[src/rtl/rbrd_pkg.sv]
`timescale 1ns / 1ps
package rbrd_pkg;

   // Coordinate width of rows, edges and registers
   localparam int COORD_BITS = 12;
   // Signed working width: room for sums of two coordinates and for 3*min_size
   localparam int WIDE_BITS  = COORD_BITS + 3;
   // Configuration port geometry
   localparam int DATA_BITS  = 32;
   localparam int ADDR_BITS  = 4;
   localparam int IDX_BITS   = 2;

   typedef logic [COORD_BITS-1:0]       coord_type;
   typedef logic signed [WIDE_BITS-1:0] wide_type;

   typedef enum logic [IDX_BITS-1:0] {
      REG_SIDE_SELECT = 2'd0,
      REG_MIN_SIZE    = 2'd1,
      REG_MAIN_WIDTH  = 2'd2,
      REG_AXIS_X      = 2'd3
   } reg_idx_type;

   typedef struct packed {
      logic      side_select;
      coord_type min_size;
      coord_type main_width;
      coord_type axis_x;
   } cfg_type;

   typedef struct packed {
      logic      run_open;
      logic      gap_seen;
      coord_type gap_row;
      coord_type run_start_row;
      coord_type outer_edge;
   } state_type;

   typedef struct packed {
      coord_type row_y;
      coord_type edge_left;
      coord_type edge_right;
      logic      final_row;
   } row_type;

   typedef struct packed {
      coord_type box_center_x;
      coord_type box_center_y;
      coord_type box_width;
      coord_type box_height;
   } box_type;

   // Zero-extend a coordinate into the signed working width
   function automatic wide_type widen(input coord_type v);
      return wide_type'({{(WIDE_BITS-COORD_BITS){1'b0}}, v});
   endfunction

endpackage

[src/rtl/rbrd_row_eval.sv]
`timescale 1ns / 1ps
module rbrd_row_eval (
   input  rbrd_pkg::cfg_type   cfg,
   input  rbrd_pkg::state_type state,
   input  rbrd_pkg::row_type   row,
   output rbrd_pkg::state_type state_next,
   output logic                emit,
   output rbrd_pkg::box_type   box
);
   import rbrd_pkg::*;

   wide_type w_left, w_right, w_axis, w_mw, w_thr, w_half_mw;
   wide_type span, reach, height, axis_off, dist_abs, width, height_min;
   logic     is_bulge, edge_better, close_en, height_ok, width_ok;
   coord_type row_edge, end_row;

   // Widen the operands once
   assign w_left    = widen(row.edge_left);
   assign w_right   = widen(row.edge_right);
   assign w_axis    = widen(cfg.axis_x);
   assign w_mw      = widen(cfg.main_width);
   assign w_thr     = widen(cfg.min_size);
   assign w_half_mw = w_mw >>> 1;

   // Classify the row: wide enough and reaching far enough on the chosen side
   assign span     = w_right - w_left;
   assign reach    = cfg.side_select ? (w_right - w_axis) : (w_axis - w_left);
   assign is_bulge = (span >= w_mw + w_thr) && (reach >= w_half_mw + w_thr);

   // Pick the edge of the chosen side and test whether it lies further out
   assign row_edge    = cfg.side_select ? row.edge_right : row.edge_left;
   assign edge_better = cfg.side_select ? (row_edge > state.outer_edge)
                                        : (row_edge < state.outer_edge);

   // Close on a second non-bulge row, or on a first one that ends the scan
   assign close_en = !is_bulge && state.run_open && (state.gap_seen || row.final_row);
   assign end_row  = state.gap_seen ? state.gap_row : row.row_y;

   // Box geometry of the run being closed
   assign height     = widen(end_row) - widen(state.run_start_row);
   assign height_min = ((w_thr <<< 1) + w_thr) >>> 1;
   assign height_ok  = height >= height_min;
   assign axis_off   = w_axis - widen(state.outer_edge);
   assign dist_abs   = axis_off[WIDE_BITS-1] ? -axis_off : axis_off;
   assign width      = dist_abs - w_half_mw;
   assign width_ok   = width >= w_thr;

   assign emit = close_en && height_ok && width_ok;

   always_comb begin
      wide_type cx;
      wide_type cy;
      cx = cfg.side_select ? (widen(state.outer_edge) - (width >>> 1))
                           : (widen(state.outer_edge) + (width >>> 1));
      cy = widen(state.run_start_row) + (height >>> 1);
      box.box_center_x = cx[COORD_BITS-1:0];
      box.box_center_y = cy[COORD_BITS-1:0];
      box.box_width    = width[COORD_BITS-1:0];
      box.box_height   = height[COORD_BITS-1:0];
   end

   // Advance the run tracker
   always_comb begin
      state_next = state;
      if (is_bulge) begin
         if (!state.run_open) begin
            state_next.run_open      = 1'b1;
            state_next.run_start_row = row.row_y;
            state_next.outer_edge    = row_edge;
         end else if (edge_better) begin
            state_next.outer_edge = row_edge;
         end
         state_next.gap_seen = 1'b0;
      end else if (state.run_open) begin
         if (close_en) begin
            state_next.run_open = 1'b0;
            state_next.gap_seen = 1'b0;
         end else begin
            state_next.gap_seen = 1'b1;
            state_next.gap_row  = row.row_y;
         end
      end
      if (row.final_row) begin
         state_next.run_open = 1'b0;
         state_next.gap_seen = 1'b0;
      end
   end

endmodule

[src/rtl/row_bulge_run_detector_unit.sv]
`timescale 1ns / 1ps
// Flow: a row taken into the input register is evaluated there; its box (if any)
// is loaded into the result register and shown on the rsp_ ports.
// Throughput: one row per cycle unless a stalled result holds it; the run tracker
// state feeds back via a single evaluation stage between input and result registers.
// Reset: synchronous, active high; clears configuration, run tracker and valid flags.
module row_bulge_run_detector_unit (
   input  logic                                clock,
   input  logic                                reset,
   input  logic                                req_valid,
   output logic                                req_stall,
   input  logic [rbrd_pkg::COORD_BITS-1:0]     req_row_y,
   input  logic [rbrd_pkg::COORD_BITS-1:0]     req_edge_left,
   input  logic [rbrd_pkg::COORD_BITS-1:0]     req_edge_right,
   input  logic                                req_final_row,
   output logic                                rsp_valid,
   input  logic                                rsp_stall,
   output logic [rbrd_pkg::COORD_BITS-1:0]     rsp_box_center_x,
   output logic [rbrd_pkg::COORD_BITS-1:0]     rsp_box_center_y,
   output logic [rbrd_pkg::COORD_BITS-1:0]     rsp_box_width,
   output logic [rbrd_pkg::COORD_BITS-1:0]     rsp_box_height,
   input  logic                                psel,
   input  logic                                penable,
   input  logic                                pwrite,
   input  logic [rbrd_pkg::ADDR_BITS-1:0]      paddr,
   input  logic [rbrd_pkg::DATA_BITS-1:0]      pwdata,
   output logic [rbrd_pkg::DATA_BITS-1:0]      prdata,
   output logic                                pready
);
   import rbrd_pkg::*;

   cfg_type     cfg_ff, cfg_in;
   state_type   state_ff, state_next;
   row_type     s1_row_ff;
   logic        s1_valid_ff, s1_valid_in;
   logic        rsp_valid_ff, rsp_valid_in;
   box_type     box_ff, box_calc;
   logic        emit;
   logic        req_accept, out_free, advance, csr_write;
   reg_idx_type csr_idx;

   // Configuration port
   assign pready    = 1'b1;
   assign csr_idx   = reg_idx_type'(paddr[ADDR_BITS-1:ADDR_BITS-IDX_BITS]);
   assign csr_write = psel && penable && pwrite && pready;

   always_comb begin
      cfg_in = cfg_ff;
      if (csr_write) begin
         unique case (csr_idx)
            REG_SIDE_SELECT: cfg_in.side_select = pwdata[0];
            REG_MIN_SIZE:    cfg_in.min_size    = pwdata[COORD_BITS-1:0];
            REG_MAIN_WIDTH:  cfg_in.main_width  = pwdata[COORD_BITS-1:0];
            REG_AXIS_X:      cfg_in.axis_x      = pwdata[COORD_BITS-1:0];
         endcase
      end
   end

   always_comb begin
      unique case (csr_idx)
         REG_SIDE_SELECT: prdata = {{(DATA_BITS-1){1'b0}}, cfg_ff.side_select};
         REG_MIN_SIZE:    prdata = {{(DATA_BITS-COORD_BITS){1'b0}}, cfg_ff.min_size};
         REG_MAIN_WIDTH:  prdata = {{(DATA_BITS-COORD_BITS){1'b0}}, cfg_ff.main_width};
         REG_AXIS_X:      prdata = {{(DATA_BITS-COORD_BITS){1'b0}}, cfg_ff.axis_x};
      endcase
   end

   always_ff @(posedge clock) begin
      if (reset) begin
         cfg_ff <= '0;
      end else begin
         cfg_ff <= cfg_in;
      end
   end

   // Handshake: the input register drains whenever the result register can load
   assign out_free    = !rsp_valid_ff || !rsp_stall;
   assign advance     = s1_valid_ff && out_free;
   assign req_stall   = s1_valid_ff && !out_free;
   assign req_accept  = req_valid && !req_stall;
   assign s1_valid_in = req_accept || (s1_valid_ff && !advance);

   // Capture the row on transfer
   always_ff @(posedge clock) begin
      if (reset) begin
         s1_valid_ff <= 1'b0;
      end else begin
         s1_valid_ff <= s1_valid_in;
      end
   end

   always_ff @(posedge clock) begin
      if (req_accept) begin
         s1_row_ff.row_y      <= req_row_y;
         s1_row_ff.edge_left  <= req_edge_left;
         s1_row_ff.edge_right <= req_edge_right;
         s1_row_ff.final_row  <= req_final_row;
      end
   end

   // Evaluate the held row against the run tracker
   rbrd_row_eval u_eval (
      .cfg        (cfg_ff),
      .state      (state_ff),
      .row        (s1_row_ff),
      .state_next (state_next),
      .emit       (emit),
      .box        (box_calc)
   );

   // Hold the tracker unless a row advances
   always_ff @(posedge clock) begin
      if (reset) begin
         state_ff <= '0;
      end else if (advance) begin
         state_ff <= state_next;
      end
   end

   // Result register: load on an advance that emits a box, drop once transferred
   always_comb begin
      rsp_valid_in = rsp_valid_ff;
      if (out_free) begin
         rsp_valid_in = advance && emit;
      end
   end

   always_ff @(posedge clock) begin
      if (reset) begin
         rsp_valid_ff <= 1'b0;
      end else begin
         rsp_valid_ff <= rsp_valid_in;
      end
   end

   always_ff @(posedge clock) begin
      if (advance && emit) begin
         box_ff <= box_calc;
      end
   end

   assign rsp_valid        = rsp_valid_ff;
   assign rsp_box_center_x = box_ff.box_center_x;
   assign rsp_box_center_y = box_ff.box_center_y;
   assign rsp_box_width    = box_ff.box_width;
   assign rsp_box_height   = box_ff.box_height;

`ifndef SYNTHESIS
   // A new result only follows a row leaving the input register
   a_rsp_from_row: assert property (@(posedge clock) disable iff (reset)
      $rose(rsp_valid_ff) |-> $past(s1_valid_ff))
      else $error("result appeared without an evaluated row");

   // A pending gap always belongs to an open run
   a_gap_in_run: assert property (@(posedge clock) disable iff (reset)
      state_ff.gap_seen |-> state_ff.run_open)
      else $error("gap flagged with no open run");

   // The last row of a scan leaves the tracker idle
   a_final_clears: assert property (@(posedge clock) disable iff (reset)
      (advance && s1_row_ff.final_row) |=> (!state_ff.run_open && !state_ff.gap_seen))
      else $error("run still open after final row");
`endif

endmodule

[config.mk]
export PLATFORM = sky130hd
export DESIGN_NAME = row_bulge_run_detector_unit
export DESIGN_NICKNAME = d
export VERILOG_FILES = /design/src/rtl/rbrd_pkg.sv /design/src/rtl/rbrd_row_eval.sv /design/src/rtl/row_bulge_run_detector_unit.sv
export SDC_FILE = /design/constraint.sdc
export NUM_CORES = 1
export LEC_CHECK = 0
export BUFFER_PORTS_ARGS = -buffer_cell sky130_fd_sc_hd__buf_2
export CORE_UTILIZATION = 40
export CTS_CLUSTER_DIAMETER = 100
export DETAILED_ROUTE_END_ITERATION = 16
export PLACE_DENSITY_LB_ADDON = 0.08
export SYNTH_ARGS = -nofsm -noshare
export SYNTH_HDL_FRONTEND = slang
export SYNTH_SLANG_ARGS = --single-unit
[constraint.sdc]
create_clock -name clock -period 11.4 [get_ports clock]
set_clock_uncertainty 0.05 [all_clocks]
set_input_delay 2.85 -clock clock [delete_from_list [all_inputs] [get_ports clock]]
set_output_delay 2.85 -clock clock [all_outputs]
set_load 0.02 [all_outputs]
**Word level (Yosys, flattened, before mapping)**

Index checks and enable logic that the tools add are counted.
Widths: inputs -> output; s select.

- Flip-flop bits (word level): 162
- Bits of input ports: 80
- Output and inout bits: 83

- $add $sub $neg: 13
- Magnitude comparators: 6
- Eq/ne operators: 4
- Muxes and demuxes: 14
- Bitwise logic cells: 3
- Reductions and logical operators: 31

Operator list:

| cell | number |
|---|---|
| $pmux 32 s4 | 1 |
| $mux 12 | 6 |
| $sub 12x12->13 | 5 |
| $ge 15x15->1 | 2 |
| $mux 15 | 2 |
| $add 12x12->12 | 2 |
| $ge 15x13->1 | 1 |
| $neg 15->15 | 1 |
| $sub 15x12->15 | 1 |
| $add 13x12->14 | 1 |
| $ge 13x14->1 | 1 |
| $mux 14 | 1 |
| $add 11x12->13 | 1 |
| $add 12x12->13 | 1 |
| $gt 12x12->1 | 1 |
| $logic_and 1x1->1 | 12 |
| $lt 12x12->1 | 1 |
| $sub 12x12->12 | 1 |
| $reduce_and 2->1 | 5 |
| $logic_not 1->1 | 6 |
| $reduce_and 3->1 | 2 |
| $eq 2x2->1 const B | 2 |
| $mux 2 | 2 |
| $reduce_and 4->1 | 1 |
| other kinds (7) | 12 |

**Depth between registers and ports, before layout**

- Depth after elaboration: 11
- Mapped depth: 32
- Gate-level depth less buffers: 32

**By module**

A second synthesis with hierarchy kept.

- Cell total of the unflattened synthesis: 1508
- Area total of the unflattened synthesis: 13915.8 um^2

By module, submodules not included:

| module | instances | cells an instance | area each (um^2) |
|---|---|---|---|
| rbrd_row_eval | 1 | 1057 | 7957.6 |
| row_bulge_run_detector_unit | 1 | 451 | 5958.2 |

**Worst setup path before layout**

Ideal clock, no wire load.

- Kind: register -> register
- From: reg cfg_ff[0] in the netlist's numbering
- To: reg box_ff (netlist bit rsp_box_center_x[0]), enable pin
- Data arrival time: 7.477 ns
- Slack: 3.420 ns
- Stages on the path, launching flop included: 31
- Period minus slack after synthesis: 7.980 ns
- Cells stage by stage: dfxtp_1 -> inv_1 -> ha_1 -> inv_1 -> fa_1 -> a21o_1 -> a221oi_2 -> o21ai_0 -> a31o_2 -> a21o_1 -> a21oi_1 -> a21o_1 -> inv_1 -> fa_1 -> nor2b_1 -> o31ai_1 -> a21oi_1 -> nor2_1 -> o211ai_1 -> a2111o_1 -> inv_1 -> ha_1 -> nand2_1 -> nor4_1 -> a2111oi_0 -> nand2_1 -> o21ai_0 -> a31oi_1 -> and2_2 -> o211ai_1 -> nor2_1

RTL lines:

| element | RTL line | text |
|---|---|---|
| from (decl) | row_bulge_run_detector_unit.sv:32 | `cfg_type cfg_ff, cfg_in;` |
| from (signal assigned) | row_bulge_run_detector_unit.sv:72 | `cfg_ff <= cfg_in;` |
| to (signal assigned) | row_bulge_run_detector_unit.sv:138 | `box_ff <= box_calc;` |
| to (decl) | row_bulge_run_detector_unit.sv:37 | `box_type box_ff, box_calc;` |

==> reports/metrics.cfg <==
[floorplan]
core_area_sq_um=32600
dieWidth_um=184
die_area_sq_um=34000
num_io_pins=163
start_util_pct=40.8
dieHeight_um=184
rows=66

[detailed_routing]
drt-total-wl_um=35800
wl_per_cell_um=17.6
drt-initial-drc-count=522
via_per_inst=5.23
drt_pass1_iterations=5
final_antenna_net_count=0
post-route-drc-count=0
vias=10600

[cts]
cts_buffers=17
ctsResizeCount=0
tritoncts=done
clk_pin_slew_ns=0.07
post_cts_buffers=0
htree_levels=4
cts_buffer_depth=2
holdBufCountCts=0
root_buffer=clkbuf_16
clkLatencyLatePin_ns=0.45
cts_sinks=162

[timing]
drv_slew=0
worst_slew_pin_slew_ns=1.15
fin_crit_sh_pct=68.4
rsz0062_at_grt=no
totalNegativeSetupSlack_ns=0
slew_headroom_pct=23.5
fin_crit_ns=7.80
hold_viol=0
max_freq_mhz=128
finalSetupViolCount=0

[placed_design]
hpwl_um=28700
portBuffers=119
placedCellCount=1999
gp_congestion=0.862

[synthesis]
synth_common_cells=ha_1, nor2_1, inv_1
synth_cell_type_count=70
synth.avg_cell_area_sq_um=9.08
yosysTopAreaCell=edfxtp_1
async_flop_share_pct=0
yosys_warnings=0
synth_area_sq_um=13300
seq_area_frac_synth_pct=30.8
yosys_register_bits=162
synth-edff-count=85
yosysMostFrequentCell=ha_1
synth_top_area_share_pct=19.2
synth_cells=1465
synth_area_leaders=edfxtp_1, ha_1, dfxtp_1
synth_ff_type=edfxtp_1

[grt]
grt_pass1_wl_um=55600
grt_max_degree=79
grt_overflow=0
grt.total_usage_pct=21.8
grt_pass1_vias=10300
antenna_found_initial=0

[pwr]
power.density_nw_per_um2=124
ir_drop_uv=104
leakagePower_nw=6.42

[final_layout]
syn_to_final_growth_pct=12.2
antenna_cells=0
finalNetCount=1862
drive_gt1_share_pct=12.2
fin_cells=2030

[critical_path]
arrival_ns=7.83
critPathTopFamily=compound AO/OA/AOI/OAI gates
rrSetupSlack_ns=3.60
critical_path.most_common_cell=inv_1
cpMaxStageDelayCell=a21oi_1
path_max_fanout=48
slowest_delay_ns=0.49
end_kind=register
worstSetupPathType=reg -> reg
startpoint_type=register
critPathBufInv=5
cp.required_ns=11.42

[min_path]
hold_class=reg -> reg

[run_status]
status=completed

[job]
drv_cap=0

[kinds of logic (layout without fill, tap and decap cells)]
kind of cell / count (synthesis) / count (layout) / share of synthesized area [%]
compound gates: 341 / 341 / 16.5
flops: 162 / 162 / 30.8
simple gates: 382 / 382 / 13.1
other cells: 2 / 21 / 0.0565
buf+inv: 179 / 283 / 5.67
xor+xnor: 113 / 113 / 7.60
mux: 80 / 80 / 6.26
fa+ha+maj: 206 / 206 / 20.0
[placed cells by master (no fill, tap or decap), types with 11 or more instances in the layout]
master / Yosys / layout
ha_1: 195 / 195
nor2_1: 145 / 144
inv_1: 125 / 125
buf_2: 3 / 119
nand2_1: 107 / 107
a21oi_1: 100 / 100
edfxtp_1: 85 / 85
o21ai_0: 83 / 83
dfxtp_1: 77 / 77
xnor2_1: 74 / 74
mux2i_1: 63 / 63
xor2_1: 37 / 37
a21o_1: 36 / 36
nor2b_1: 29 / 28
nor3_1: 25 / 25
conb_1: 2 / 21
clkbuf_16: 0 / 20
o21bai_1: 19 / 19
mux2_2: 16 / 16
o21a_1: 15 / 15
nand2b_1: 15 / 15
nand4_1: 13 / 13
nand3_1: 12 / 12
a21boi_0: 12 / 12
a22o_1: 12 / 12
fa_1: 11 / 11
[power by group]
| part | internal, mW | total (mW) | switching [mW] |
|---|---|---|---|
| Combinational | 0.253 | 0.604 | 0.351 |
| Sequential | 0.647 | 0.661 | 0.0139 |
| Clock | 0.330 | 0.586 | 0.255 |
[state kept, by name (all words and copies together), names as in the netlist]
name              count
s1_valid_ff           1
rsp_box_center_x     12
rsp_box_height       12
rsp_box_center_y     12
s1_row_ff            37
state_ff             38
rsp_box_width        12
cfg_ff               37
rsp_valid             1
[per-layer routing]
layer | global-route usage, % | up-vias | share of wire, %
li1 | - | 5389 | -
met1 | 29.2 | 4980 | 49
met2 | 35.7 | 213 | 46
met3 | 3.83 | 38 | 3.5
met4 | 6.37 | 0 | 2.1
met5 | 0 | - | 0
[per-stage QoR]
stage	power, mW	area (sq um)	util, %	worst slack [ns]	hold slack, ns
after floorplan	1.13	13400	-	3.42	0.408
after global placement	1.27	14300	43.9	3.68	0.420
after detailed placement	1.28	14300	43.9	3.61	0.432
after CTS	1.87	14900	45.7	3.55	0.449
after global routing	1.97	14900	45.7	2.73	0.476
final	1.85	14900	45.7	3.60	0.442
[worst register-to-register path, delay by kind of cell (launching register included)]
kind,cells,cell delay [ns]
AOI/OAI and AO/OA,15,3.57
adders and majority gates,4,1.31
buffers and inverters,5,0.91
DFF,1,0.36
and+or+nand+nor,7,1.19
[layout make-up]
class | instances | area [sq um]
inverters | 125 | 469
clock buffers | 23 | 532
well taps | 442 | 553
flip-flops and latches | 162 | 4090
clock inverters | 8 | 58.8
multi-input cells | 1143 | 8560
repair buffers | 127 | 656
fillers | 3227 | 17700
[path summary, 6_finish.rpt]
| path | to | depth (start not counted) | startpoint |
|---|---|---|---|
| worst min-delay path | state_ff[29] | 2 | state_ff[29] |
| worst min register to register | state_ff[29] | 2 | state_ff[29] |
| worst max register to register | rsp_box_width[5] | 31 | cfg_ff[0] |
| worst max-delay path | rsp_box_width[5] | 31 | cfg_ff[0] |
No activity file was read; power rests on OpenSTA's default activity.
